$ cat config.mk
export PLATFORM = sky130hd
export DESIGN_NAME = rrfq_pick
export DESIGN_NICKNAME = d
export VERILOG_FILES = /design/src/rtl/round_robin_flow_queue_scheduler_top_defines.svh /design/src/rtl/rrfq_pick.sv
export SDC_FILE = /design/constraint.sdc
export NUM_CORES = 1
export LEC_CHECK = 0
export BUFFER_PORTS_ARGS = -buffer_cell sky130_fd_sc_hd__buf_2
export CORE_UTILIZATION = 60
export DETAILED_ROUTE_END_ITERATION = 10
export GPL_ROUTABILITY_DRIVEN = 0
export GPL_TIMING_DRIVEN = 0
export PLACE_DENSITY = 0.95
export SKIP_LAST_GASP = 1
export SLEW_MARGIN = 10
export SYNTH_ARGS = -nofsm -noshare
export SYNTH_HDL_FRONTEND = slang
export SYNTH_SLANG_ARGS = --single-unit
$ cat constraint.sdc
create_clock -name vclk -period 7.63
set_input_delay 0 -clock vclk [all_inputs]
set_output_delay 0 -clock vclk [all_outputs]
set_load 0.02 [all_outputs]
$ cat src/rtl/round_robin_flow_queue_scheduler_top_defines.svh
// Assertion helpers shared by the scheduler RTL.
`ifndef ROUND_ROBIN_FLOW_QUEUE_SCHEDULER_TOP_DEFINES_SVH
`define ROUND_ROBIN_FLOW_QUEUE_SCHEDULER_TOP_DEFINES_SVH

// Property checked on every clock edge outside reset.
`define RRFQ_ASSERT(label, prop, msg) \
  label: assert property (@(posedge clk) disable iff (!rst_n) (prop)) \
    else $error(msg);

// Condition in one cycle implies a property in the next.
`define RRFQ_ASSERT_NEXT(label, cond, prop, msg) \
  label: assert property (@(posedge clk) disable iff (!rst_n) (cond) |=> (prop)) \
    else $error(msg);

`endif

$ cat src/rtl/rrfq_pick.sv
// Cyclic find-first: first set bit of mask at or after start.
module rrfq_pick #(
  parameter int NUM_FLOWS = 16
) (
  input  logic [NUM_FLOWS-1:0]         mask,
  input  logic [$clog2(NUM_FLOWS)-1:0] start,
  output logic                         found,
  output logic [$clog2(NUM_FLOWS)-1:0] idx
);

  localparam int FW = $clog2(NUM_FLOWS);

  logic [NUM_FLOWS-1:0] hi;
  logic [NUM_FLOWS-1:0] src;

  always_comb begin
    hi    = mask & ~((NUM_FLOWS'(1) << start) - NUM_FLOWS'(1));
    src   = (|hi) ? hi : mask;
    found = |mask;
    idx   = '0;
    for (int i = NUM_FLOWS - 1; i >= 0; i--) begin
      if (src[i]) begin
        idx = FW'(i);
      end
    end
  end

endmodule

==> results.md <==
* Hold Path Class: in2out
* CP Capture Type: output pin
* Ys Warns at 0
* Syn Inst Count at 126
* Register area at 0 sq um
* Vias post-DR at approximately 1,200
* Fmax at 300 MHz
* First-pass GRT wire length at 3920 um
* Crit path time final at 3.34 ns
* DR WL/cell at between 15 and 20 um
* Sequential area share after synthesis at 0%
* Critical path data required time at 7.63 ns
* Top-level I/O count at 25
* Post-Syn Nets at 147
* Hold Buf Count CTS at 0
* Synth cell types at 53
* Inst Count DP at approximately 170
* Outcome: finished clean
* Hpwl dp at approximately 2100 um
* Max cap viols at 0
* First-pass detailed-route iteration total at 5
* Antenna violations before repair at 0
* Placeable core area at 1300 sq um
* Die Ht at 39.6 um
* Layout Cells excl Fill at 166
* Hold Startpoint: mask[15]
* CLK BUF at 0
* Critical Path AT at roughly 3.3 ns
* Post_cts resized at 0
* Hold Violations, Final at 0
* Max Slew Vio Count at 0
* Largest net degree at the start of global routing at 11
* All-Layer GR Usage at 35.5%
* Slew @ Worst Pin at 0.518 ns
* Worst IR Drop VDD at 0.0000430 V
* Chip width at 39.6 um
* Post-CTS Setup Repair Bufs at 0
* Final WL at ~2800 um
* Number of diodes at 0
* Fill cells at 108
* Final setup violation count at 0
* Startpoint Class: input pin
* Worst slack, placed at between 4 and 5 ns
* Vias in the first global route at 894
* Grt total ovfl at 0
* Leakage power at roughly 0.00041 uW
* DRC Markers at 0
* Hold path depth at 4
* Unrepaired setup endpoints after global routing: no
* Avg Inst Size Synth at 6.73 sq um
* Critical Path Fanout Max at 10
* PwrDens at 67.1 nW/um^2
* Vias/cell at 7.25
* P&R area growth vs syn at 17.0%
* PortBufs at 25
* Layout cells sized above 1 at 29.1%
* Fin worst setup slack at 4.29 ns
* Full die area at between 1500 and 2000 sq um
* Worst hold path endpoint: found
* Netlist Area Pre-Place at 848 sq um
* Max_slew headroom at between 60 and 70%
* Initial drt markers at 105
* Antenna Nets Post-Route at 0
* Sequential cell count at 0
* Sum Neg Setup Slack at 0 ns
* Final cycle utilization of the critical path at 43.7%
* Starting density of the core at between 60% and 70%
* Setup Crit Path Kind: in2out
* Nets at 174
* Rows at 13
==> worst max-delay path: stages <==
cell and delay [ns]:
buf_2 0.11, clkbuf_1 0.34, inv_1 0.15, nand3_1 0.14, ha_1 0.18, buf_6 0.13, or3b_4 0.40, o221ai_4 0.23
nand2_2 0.12, a2111oi_4 0.50, nand3_2 0.24, a41oi_1 0.36, nand2b_1 0.09, a31oi_1 0.17, buf_2 0.19
==> cells by family (layout without fill, tap and decap cells) <==
group                    count (synthesis)  after routing  synth area share [%]
XOR/XNOR                                 2              2                  2.07
AO/OA/AOI/OAI                           58             58                  55.6
AND/OR/NAND/NOR                         52             52                  30.7
buffers and inverters                   13             38                  10.2
adder cells (fa/ha/maj)                  1              1                  1.47
==> layer usage <==
metal	wire [um]	global-route usage, %	share of wire (%)	up-vias
li1	-	-	-	556
met3	322	0.568	12	11
met5	0	0	0	-
met4	69	6.90	2.5	0
met1	1060	49.0	38	539
met2	1310	60.7	47	97
==> how the worst max path moves through the flow <==
stage | from | to | slack (ns) | depth (start not counted)
3_5_place_dp | start[0] | idx[2] | 4.36 | 15
5_1_grt | start[0] | idx[2] | 4.13 | 15
3_3_place_gp | start[0] | idx[1] | 4.53 | 15
6_report | start[0] | idx[2] | 4.29 | 15
2_1_floorplan | start[0] | idx[0] | 4.88 | 13
4_1_cts | start[0] | idx[2] | 4.36 | 15
==> cell type report <==
cell class / instances / area (sq um) / share of cell area, %
multi-input cells: 113 / 762 / 76.8
well taps: 15 / 18.8 / 1.89
repair buffers: 25 / 125 / 12.6
inverters: 7 / 26.3 / 2.65
plain buffers: 6 / 60.1 / 6.05
==> cells in the mapped netlist (2+ instances only) <==
library cell / n / area, sq um
nand4_1: 2 / 12.5
nor2b_1: 2 / 12.5
buf_6: 5 / 56.3
nand3_1: 6 / 30.0
o211ai_1: 2 / 15.0
a21oi_1: 8 / 40.0
a22oi_1: 2 / 15.0
nor2_1: 12 / 45.0
a21boi_0: 2 / 15.0
inv_1: 7 / 26.3
a31oi_1: 5 / 31.3
a41oi_1: 3 / 26.3
nor4_1: 3 / 18.8
o21bai_1: 2 / 15.0
nand2_1: 16 / 60.1
o221ai_1: 2 / 17.5
o21ai_0: 11 / 55.1
==> placed cells by master (no fill, tap or decap), drive strengths merged, types with 2 or more instances in the layout <==
master / count
nor2: 12
a22oi: 2
o21ai: 11
buf: 30
a21oi: 8
inv: 7
a21boi: 3
nor2b: 2
nand2: 17
a22o: 2
o2111ai: 2
and3: 2
o211ai: 2
nand3: 7
a31oi: 5
nand4: 2
o221ai: 4
nor4: 3
o21bai: 2
a41oi: 3
==> power by group <==
part / internal (uW) / leakage [uW] / switching [uW]
clock network: 0 / 0 / 0
registers: 0 / 0 / 0
logic: 26.0 / 0.000409 / 40.6
==> metrics by stage <==
| stage | hold WS, ns | total power, uW | cell area (sq um) | util (%) |
|---|---|---|---|---|
| final | 0.402 | 66.5 | 992 | 76.3 |
| after global routing | 0.414 | 71.5 | 992 | 76.3 |
| after CTS | 0.388 | 64.9 | 992 | 76.3 |
| after detailed placement | 0.388 | 64.6 | 992 | 76.3 |
| after global placement | 0.379 | 62.3 | 992 | 76.3 |
| after floorplan | 0.188 | 42.8 | 848 | - |
(Power assumes the default switching activity.)
