**config.mk**
```make
export PLATFORM = sky130hd
export DESIGN_NAME = rrfq_ram
export DESIGN_NICKNAME = d
export VERILOG_FILES = /design/src/rtl/round_robin_flow_queue_scheduler_top_defines.svh /design/src/rtl/rrfq_ram.sv
export SDC_FILE = /design/constraint.sdc
export NUM_CORES = 1
export LEC_CHECK = 0
export BUFFER_PORTS_ARGS = -buffer_cell sky130_fd_sc_hd__buf_2
export CAP_MARGIN = 40
export CORE_ASPECT_RATIO = 0.6
export CORE_MARGIN = 2
export CORE_UTILIZATION = 60
export DETAILED_ROUTE_END_ITERATION = 16
export GPL_TIMING_DRIVEN = 0
export PLACE_DENSITY = 0.78
export SKIP_LAST_GASP = 1
export SYNTH_ARGS = -nofsm -noshare
export SYNTH_HDL_FRONTEND = slang
export SYNTH_SLANG_ARGS = --single-unit
```
**constraint.sdc**
```tcl
create_clock -name clk -period 2.2 [get_ports clk]
set_input_delay 0.33 -clock clk [delete_from_list [all_inputs] [get_ports clk]]
set_output_delay 0.33 -clock clk [all_outputs]
set_load 0.01 [all_outputs]
```
**src/rtl/round_robin_flow_queue_scheduler_top_defines.svh**
```systemverilog
// Assertion helpers shared by the scheduler RTL.
`ifndef ROUND_ROBIN_FLOW_QUEUE_SCHEDULER_TOP_DEFINES_SVH
`define ROUND_ROBIN_FLOW_QUEUE_SCHEDULER_TOP_DEFINES_SVH

// Property checked on every clock edge outside reset.
`define RRFQ_ASSERT(label, prop, msg) \
  label: assert property (@(posedge clk) disable iff (!rst_n) (prop)) \
    else $error(msg);

// Condition in one cycle implies a property in the next.
`define RRFQ_ASSERT_NEXT(label, cond, prop, msg) \
  label: assert property (@(posedge clk) disable iff (!rst_n) (cond) |=> (prop)) \
    else $error(msg);

`endif

```
**src/rtl/rrfq_ram.sv**
```systemverilog
module rrfq_ram #(
  parameter int WIDTH = 8,
  parameter int DEPTH = 16
) (
  input  logic                     clk,
  input  logic                     we,
  input  logic [$clog2(DEPTH)-1:0] waddr,
  input  logic [WIDTH-1:0]         wdata,
  input  logic                     re,
  input  logic [$clog2(DEPTH)-1:0] raddr,
  output logic [WIDTH-1:0]         rdata
);

  logic [WIDTH-1:0] mem [DEPTH];

  always_ff @(posedge clk) begin
    if (we) begin
      mem[waddr] <= wdata;
    end
    if (re) begin
      rdata <= mem[raddr];
    end
  end

endmodule

```
==> results of run 1 <==
-- worst max-delay path by stage --
stage | endpoint
global placement | mem[0][3]
floorplan | mem[0][0]
CTS | mem[0][3]
finish | mem[0][4]
global route | mem[0][3]
detailed placement | mem[0][3]
-- logic make-up after synthesis --
family | count (synthesis) | synth area share, %
flip-flops | 136 | 78.1
buffers and inverters | 10 | 1.65
AND/OR/NAND/NOR | 35 | 3.14
multiplexers | 32 | 14.8
AO/OA/AOI/OAI | 16 | 2.30
-- routing by layer --
layer	global-route usage [%]	share of wire [%]	wire (um)	up-vias
met3	8.36	9.1	928	13
met1	37.2	45	4610	1272
met4	8.20	1.3	129	0
met5	0	0	0	-
met2	32.1	44	4510	120
li1	-	-	-	1082
-- worst reg2reg max path: stages, from the launching register on --
cell	delay, ps
edfxtp_1	370
mux4_1	580
a22oi_1	270
nand2_1	90
-- final cells by class --
class | count | area (um2)
sequential | 136 | 4080
fill | 505 | 2450
clock inverter | 6 | 51.3
timing repair buffer | 31 | 163
multi-input combinational | 83 | 1060
tap | 112 | 140
clock buffer | 25 | 455
buffer | 10 | 86.3
-- registers in the layout, indices dropped and copies added (netlist names) --
signal,cells
mem,128
rdata,8
-- cells in the final DEF, fill, tap and decap left out, drive strengths merged --
master and count:
or3b 1, clkbuf 25, buf 38, nor2 13, nor2b 1, a22oi 16
mux4 32, and2b 1, nor3 4, and2 1, clkdlybuf4s25 3, edfxtp 136
nand3b 2, nand3 1, nand2b 2, clkinv 5, bufinv 1, nand2 9
-- per-stage QoR --
step                      total power (uW)  instances  TNS (ps)
after global placement                3250        366     -2250
after global routing                  5860        403         0
after floorplan                       3140        229         0
final                                 5700        403         0
after CTS                             5720        401         0
after detailed placement              3260        370      -136
-- power groups by stage --
| stage | sequential (uW) | combinational, uW | clock, uW |
|---|---|---|---|
| 6_report | 2940 | 276 | 2490 |
| 4_1_cts | 2940 | 278 | 2510 |
| 5_1_grt | 2940 | 299 | 2620 |
| 3_5_place_dp | 2990 | 276 | 0 |
| 3_3_place_gp | 2990 | 267 | 0 |
| 2_1_floorplan | 2990 | 147 | 0 |
==> reports/qor.txt, run 1 <==
Port-buffer cells - 25
Clk Latency, worst-skew pair - 420 ps
Root Driver - clkbuf_16
Critical Path Max Stage Delay - 610 ps
Slowest CP cell - nor3_1
Clock Skew - 4.50 ps
Max Freq - 0.564 GHz
Routed wire per std cell - 25.3 um
Setup ws final - 427 ps
Peak VDD IR - 0.718 mV
Synth top area share - 78.1%
Syn avg cell area - 22.8 um2
IO Count - 27
Remaining antenna violation count after routing - 0
Number of global-route vias before repair - 2500
Min cycle time layout - 1770 ps
Drt pass-1 iters - 5
Crit Path Max Fanout - 5
Net Count, Synth - 248
Sw Pwr - 1140 uW
Critical path origin - waddr[2]
Syn Inst Count - 229
Vias per inst - 6.17
Worst-case clock buffer depth - 2
RSZ-0062 raised after global routing - false
DRC - 0
Total number of vias - 2487
Die Width - 125 um
First-pass GRT wire length - 15600 um
H-tree levels - 4
Total die area - 0.00950 mm2
Pre-CTS WS - -27.3 ps
Worst EP required - 2320 ps
Post-CTS Resized - 0
Critical path type - input pin to register
Crit end category - register
Dominant cells by area after synthesis - edfxtp_1 (78%), mux4_2 (7.8%), mux4_1 (7.0%)
Gr ovfl total - 0
Min-Delay Endpoint - rdata[5]
Total track usage - 23.9%
Final hold vios - 0
Worst R2R Start - mem[1][5]
Internal cell power - 4560 uW
Hold_sp - re
WHS Path Cells - 1
Seq/Total Area, Yosys - 78.1%
Total CTS buffers - 17
Dominant synthesized flop cell - edfxtp_1
WL final - 10200 um
Hold Crit Class - input pin to register
Violation count after the first detailed-route iteration - 322
Max Cap Viol - 0
Leakage - 0.00203 uW
Ys Warns - 0
Final setup fails - 0
Levels on crit path - 4
Final instance area - 0.00604 mm2
Cells along the critical path - buf_2 > or3b_2 > nor3_1 > buf_2
R2R Setup Slk - 640 ps
HPWL Detailed - 6630 um
Final estimated routing congestion in global placement - 0.707
Seq pwr share - 51.5%
Tcrit/Tclk final - 80.6%
Crit-path most repeated cell - buf_2
Async set-or-reset flop fraction in the synthesized netlist - 0%
Fraction of layout instances using a drive strength above 1 - 27.5%
Worst path bufs/invs - 2
R2R cell count - 3
Synthesized area - 0.00523 mm2
Startpoint types - input pin
Part of the power in combinational logic - 4.8%
Max-slew headroom - 37.5%
Status - complete, no violations
Leading area contributor after synthesis - edfxtp_1
Post-synthesis cell type count - 18
Worst-Margin Slew - 934 ps
Area Overhead vs Synth - 15.5%
Final net count - 298
ANT cells - 0
CTS tree - built
Slew Limit Fails - 0
Commonest cells in the netlist - edfxtp_1 (136), mux4_2 (18), a22oi_1 (16)
Clock-pin slew on the worst setup and hold paths - 50 ps
Min Hold Slack - 293 ps
Count leader, synth - edfxtp_1
EDFF count, synth - 136
Crit path arrival time - 1900 ps
TritonCTS Sinks - 136
Clock power share - 43.7%
Hold_buf cts - 0
Flops & latches, synth - 136
Post-placement cell area - 0.00552 mm2
Post-layout util - 71.1%
Die Ht - 76.3 um
Initial Utilization - 61.6%
Largest delay contributor family on the critical path - simple AND/OR/NAND/NOR gates
Number of core rows - 26
Largest net degree at the start of global routing - 17
Post-CTS Setup Bufs - 0
Pwr dens - 944 mW/mm2
Initial antenna violation count - 0
Switching Fraction - 20.0%
Placeable Area - 0.00849 mm2
R2R Path End - rdata[5]
No activity file was read; power rests on OpenSTA's default activity.
==> run 2: changes to the inputs <==
--- a/config.mk
+++ b/config.mk
@@ -9,10 +9,10 @@
 export CAP_MARGIN = 40
 export CORE_ASPECT_RATIO = 0.6
 export CORE_MARGIN = 2
-export CORE_UTILIZATION = 60
+export CORE_UTILIZATION = 54
 export DETAILED_ROUTE_END_ITERATION = 16
 export GPL_TIMING_DRIVEN = 0
-export PLACE_DENSITY = 0.78
+export PLACE_DENSITY = 0.74
 export SKIP_LAST_GASP = 1
 export SYNTH_ARGS = -nofsm -noshare
 export SYNTH_HDL_FRONTEND = slang
==> constraint.sdc (replaced) <==
create_clock -name clk -period 1.6 [get_ports clk]
set_input_delay 0.24 -clock clk [delete_from_list [all_inputs] [get_ports clk]]
set_output_delay 0.24 -clock clk [all_outputs]
set_load 0.01 [all_outputs]
==> reports/qor.txt, run 2 (same netlist as run 1, synthesis figures left out) <==
Status - complete, no violations
Post-CTS Resized - 0
Setup ws final - 98.0 ps
Clock-pin slew on the worst setup and hold paths - 50 ps
Number of global-route vias before repair - 2515
Most frequent cells in the layout - edfxtp_1 (136), buf_2 (30), mux4_2 (18), clkbuf_16 (17), a22oi_1 (16)
Seq pwr share - 53.2%
Number of core rows - 27
Final setup fails - 0
RSZ-0062 raised after global routing - false
Sum Neg Setup Slack - 0 ps
Pre-CTS WS - -308 ps
Die Width - 131 um
Crit end category - register
Crit path arrival time - 1660 ps
Post-CTS Setup Bufs - 0
Leakage - 0.00204 uW
Pwr dens - 1250 mW/mm2
Critical path type - register to register
Biggest regs - mem x128, rdata x8
Violation count after the first detailed-route iteration - 348
Peak VDD IR - 0.834 mV
Die Ht - 80.2 um
Final hold vios - 0
Top reg by flops - mem
Gr ovfl total - 0
H-tree levels - 4
Largest register FFs - 128
Sw Pwr - 1520 uW
Clk Latency, worst-skew pair - 420 ps
Worst EP required - 1760 ps
CTS tree - built
WL final - 10100 um
Port-buffer cells - 25
Part of the power in combinational logic - 5.1%
Most common cell after layout, fill and taps aside - edfxtp_1
Total track usage - 21.6%
TritonCTS Sinks - 136
Hold_buf cts - 0
Total CTS buffers - 17
Tcrit/Tclk final - 93.9%
Final estimated routing congestion in global placement - 0.742
Initial antenna violation count - 0
Min cycle time layout - 1500 ps
Routed wire per std cell - 24.1 um
Crit Path Max Fanout - 1
Clock Skew - 15.0 ps
Final net count - 302
Total number of vias - 2533
Slew Limit Fails - 0
Max-slew headroom - 39.6%
First-pass GRT wire length - 15100 um
DRC - 0
Worst-case clock buffer depth - 2
Area Overhead vs Synth - 15.9%
Max Freq - 0.666 GHz
IO Count - 27
Internal cell power - 6070 uW
Startpoint types - register
Clock power share - 41.8%
Largest net degree at the start of global routing - 17
Total die area - 0.0105 mm2
Remaining antenna violation count after routing - 0
Vias per inst - 6.02
Initial Utilization - 56.3%
HPWL Detailed - 6730 um
Max Cap Viol - 0
Placeable Area - 0.00929 mm2
ANT cells - 0
Drt pass-1 iters - 5
Root Driver - clkbuf_16
Fraction of layout instances using a drive strength above 1 - 29.6%
Switching Fraction - 20.0%
Filler instances - 601
Worst-Margin Slew - 903 ps
Hold Crit Class - input pin to register
[run 2: layout make-up]
type / count / area (um2) / area share, %
multi-input cells: 83 / 1060 / 17.5
plain buffers: 10 / 86.3 / 1.42
clock inverters: 8 / 37.5 / 0.619
well taps: 130 / 163 / 2.68
repair buffers: 35 / 195 / 3.22
clock buffers: 19 / 433 / 7.14
flip-flops and latches: 136 / 4080 / 67.4
[run 2: worst paths after layout]
kind                            startpoint       end  slack (ps)  depth (start not counted)
worst max register to register   mem[4][3]  rdata[3]         100                          3
worst min-delay path                    re  rdata[1]         200                          1
worst min register to register  mem[14][5]  rdata[5]         750                          3
worst max-delay path             mem[4][3]  rdata[3]         100                          3
[run 2: metrics by stage]
| step | hold WS, ps | util (%) | total power [uW] | area [um2] | std cells |
|---|---|---|---|---|---|
| after floorplan | 339 | - | 4320 | 5230 | 229 |
| after global placement | 624 | 59.4 | 4470 | 5520 | 384 |
| after detailed placement | 626 | 60.1 | 4490 | 5580 | 393 |
| after CTS | 192 | 65.2 | 7640 | 6050 | 420 |
| after global routing | 195 | 65.2 | 7840 | 6060 | 421 |
| final | 204 | 65.2 | 7590 | 6060 | 421 |
[run 2: power by group through the flow]
stage	Clock [uW]	Combinational (uW)	Sequential (uW)
4_1_cts	3220	385	4040
5_1_grt	3380	413	4040
3_3_place_gp	0	368	4100
2_1_floorplan	0	203	4110
6_report	3170	384	4040
3_5_place_dp	0	385	4110
[run 2: critical path, stage by stage, from the launching register on]
cell	delay [ps]
edfxtp_1	370
mux4_1	620
a22oi_1	180
nand2_1	70
[run 2: layer usage]
| metal | vias up | global-route usage, % | share of wire, % |
|---|---|---|---|
| li1 | 1087 | - | - |
| met1 | 1322 | 32.7 | 46 |
| met2 | 118 | 30.2 | 45 |
| met3 | 6 | 7.20 | 8.7 |
| met4 | 0 | 6.49 | 0.49 |
| met5 | - | 0 | 0 |
==> run 3: changes to the inputs <==
--- a/config.mk
+++ b/config.mk
@@ -13,6 +13,7 @@
 export DETAILED_ROUTE_END_ITERATION = 16
 export GPL_TIMING_DRIVEN = 0
 export PLACE_DENSITY = 0.74
+export SETUP_SLACK_MARGIN = 0.2
 export SKIP_LAST_GASP = 1
 export SYNTH_ARGS = -nofsm -noshare
 export SYNTH_HDL_FRONTEND = slang
==> reports/qor.txt, run 3 (same netlist as run 1, synthesis figures left out) <==
Internal cell power - 6260 uW
Number of global-route vias before repair - 2426
Final net count - 293
Number of core rows - 27
Violation count after the first detailed-route iteration - 246
Max-slew headroom - 40.7%
Total track usage - 21.7%
Final estimated routing congestion in global placement - 0.759
Largest delay contributor family on the critical path - multiplexers
Total CTS buffers - 17
Die Ht - 80.2 um
Routed wire per std cell - 24.7 um
First-pass GRT wire length - 15000 um
Initial antenna violation count - 0
Clock-pin slew on the worst setup and hold paths - 50 ps
HPWL Detailed - 6570 um
Root Driver - clkbuf_16
Final setup fails - 0
Post-layout util - 65.4%
Most frequent cells in the layout - edfxtp_1 (136), mux4_2 (32), buf_2 (28), clkbuf_16 (17), nor2_1 (10)
DRC - 0
Vias per inst - 5.91
Seq pwr share - 51.8%
Part of the power in combinational logic - 5.5%
Peak VDD IR - 1.38 mV
Worst path bufs/invs - 0
Pwr dens - 1280 mW/mm2
Critical Path Max Stage Delay - 530 ps
Leakage - 0.00197 uW
Startpoint types - register
Switching Fraction - 19.7%
Slew Limit Fails - 0
R2R Setup Slk - 130 ps
Biggest regs - mem x128, rdata x8
Worst-case clock buffer depth - 2
Levels on crit path - 3
Crit path arrival time - 1620 ps
WL final - 10200 um
Remaining antenna violation count after routing - 0
Final hold vios - 0
Drt pass-1 iters - 4
Slowest CP cell - mux4_2
Area Overhead vs Synth - 16.3%
Hold Crit Class - input pin to register
Area of the multi-input gates - 0.00108 mm2
Min-Delay Endpoint - rdata[1]
Register area - 0.00408 mm2
Crit Path Max Fanout - 1
Total die area - 0.0105 mm2
Initial Utilization - 56.3%
Max Cap Viol - 0
R2R cell count - 3
Setup ws final - 135 ps
Sum Neg Setup Slack - 0 ps
Gr ovfl total - 0
Worst-Margin Slew - 886 ps
Placed Cells - 385
RSZ-0062 raised after global routing - true
Clock power share - 42.7%
Post-Layout Cell Count - 413
Sw Pwr - 1540 uW
Post-placement cell area - 0.00552 mm2
Clk Latency, worst-skew pair - 410 ps
Clock Skew - 9.00 ps
Hold_sp - re
Placeable Area - 0.00929 mm2
Cells along the critical path - mux4_2 > a22oi_2 > nand2_1
Crit end category - register
Min cycle time layout - 1470 ps
Most common cell after layout, fill and taps aside - edfxtp_1
R2R Path End - rdata[1]
WHS Path Cells - 1
Filler instances - 611
Top reg by flops - mem
Port-buffer cells - 25
IO Count - 27
Tcrit/Tclk final - 91.6%
Worst EP required - 1750 ps
Largest register FFs - 128
TritonCTS Sinks - 136
Fraction of layout instances using a drive strength above 1 - 37.5%
Die Width - 131 um
Status - complete, no violations
Total number of vias - 2439
Worst R2R Start - mem[2][1]
Largest net degree at the start of global routing - 17
Critical path type - register to register
CTS tree - built
H-tree levels - 4
Final instance area - 0.00608 mm2
ANT cells - 0
Pre-CTS WS - -326 ps
Max Freq - 0.682 GHz
-- run 3: cell count changes in the layout (fill, tap and decap cells not counted), moves of 3 or more --
cell	change
mux4_1	-14
mux4_2	+14
a22oi_1	-9
a22oi_2	+9
buf_4	-8
buf_12	+3
buf_6	-3
nor2_1	-3
nor2_2	+3
nor3_1	-3
-- run 3: area by class of cell --
type	instances	area share, %
multi-input combinational	83	17.8
clock buffer	20	7.18
sequential	136	67.2
clock inverter	8	0.988
tap	130	2.68
buffer	10	1.98
timing repair buffer	26	2.18
-- run 3: what timing repair did --
action                     4_1_cts  5_1_grt
cloned                           0        0
setup buffers                    0        0
setup endpoints to repair       40       12
gates resized for setup         12        3
pin swaps                        1        0
hold buffers                     0        0
-- run 3: power by group through the flow --
stage / combinational (uW) / sequential, uW / clock [uW]
2_1_floorplan: 221 / 4110 / 0
3_3_place_gp: 400 / 4100 / 0
3_5_place_dp: 407 / 4110 / 0
4_1_cts: 426 / 4040 / 3390
5_1_grt: 457 / 4040 / 3560
6_report: 427 / 4040 / 3330
-- run 3: how the worst max path moves through the flow --
| stage | startpoint | end | slack [ps] |
|---|---|---|---|
| 2_1_floorplan | waddr[2] | mem[3][0] | 90 |
| 3_3_place_gp | we | mem[12][5] | -440 |
| 3_5_place_dp | waddr[2] | mem[1][3] | -330 |
| 4_1_cts | mem[1][0] | rdata[0] | 110 |
| 5_1_grt | mem[0][1] | rdata[1] | 100 |
| 6_report | mem[2][1] | rdata[1] | 130 |
-- run 3: per-stage QoR --
stage / power, uW / hold slack (ps)
finish: 7800 / 172
global route: 8060 / 161
CTS: 7860 / 154
detailed placement: 4510 / 586
global placement: 4500 / 577
floorplan: 4330 / 339
-- run 3: metal layers --
metal	part of all wire, %	wire (um)	GRT usage (%)
met3	9.5	967	7.86
met1	44	4430	32.8
met5	0	0	0
met2	46	4670	30.2
met4	1.1	116	5.53
-- run 3: worst reg2reg max path, stage by stage, from the launching register on --
cell	delay [ps]
edfxtp_1	370
mux4_2	530
a22oi_2	210
nand2_1	100
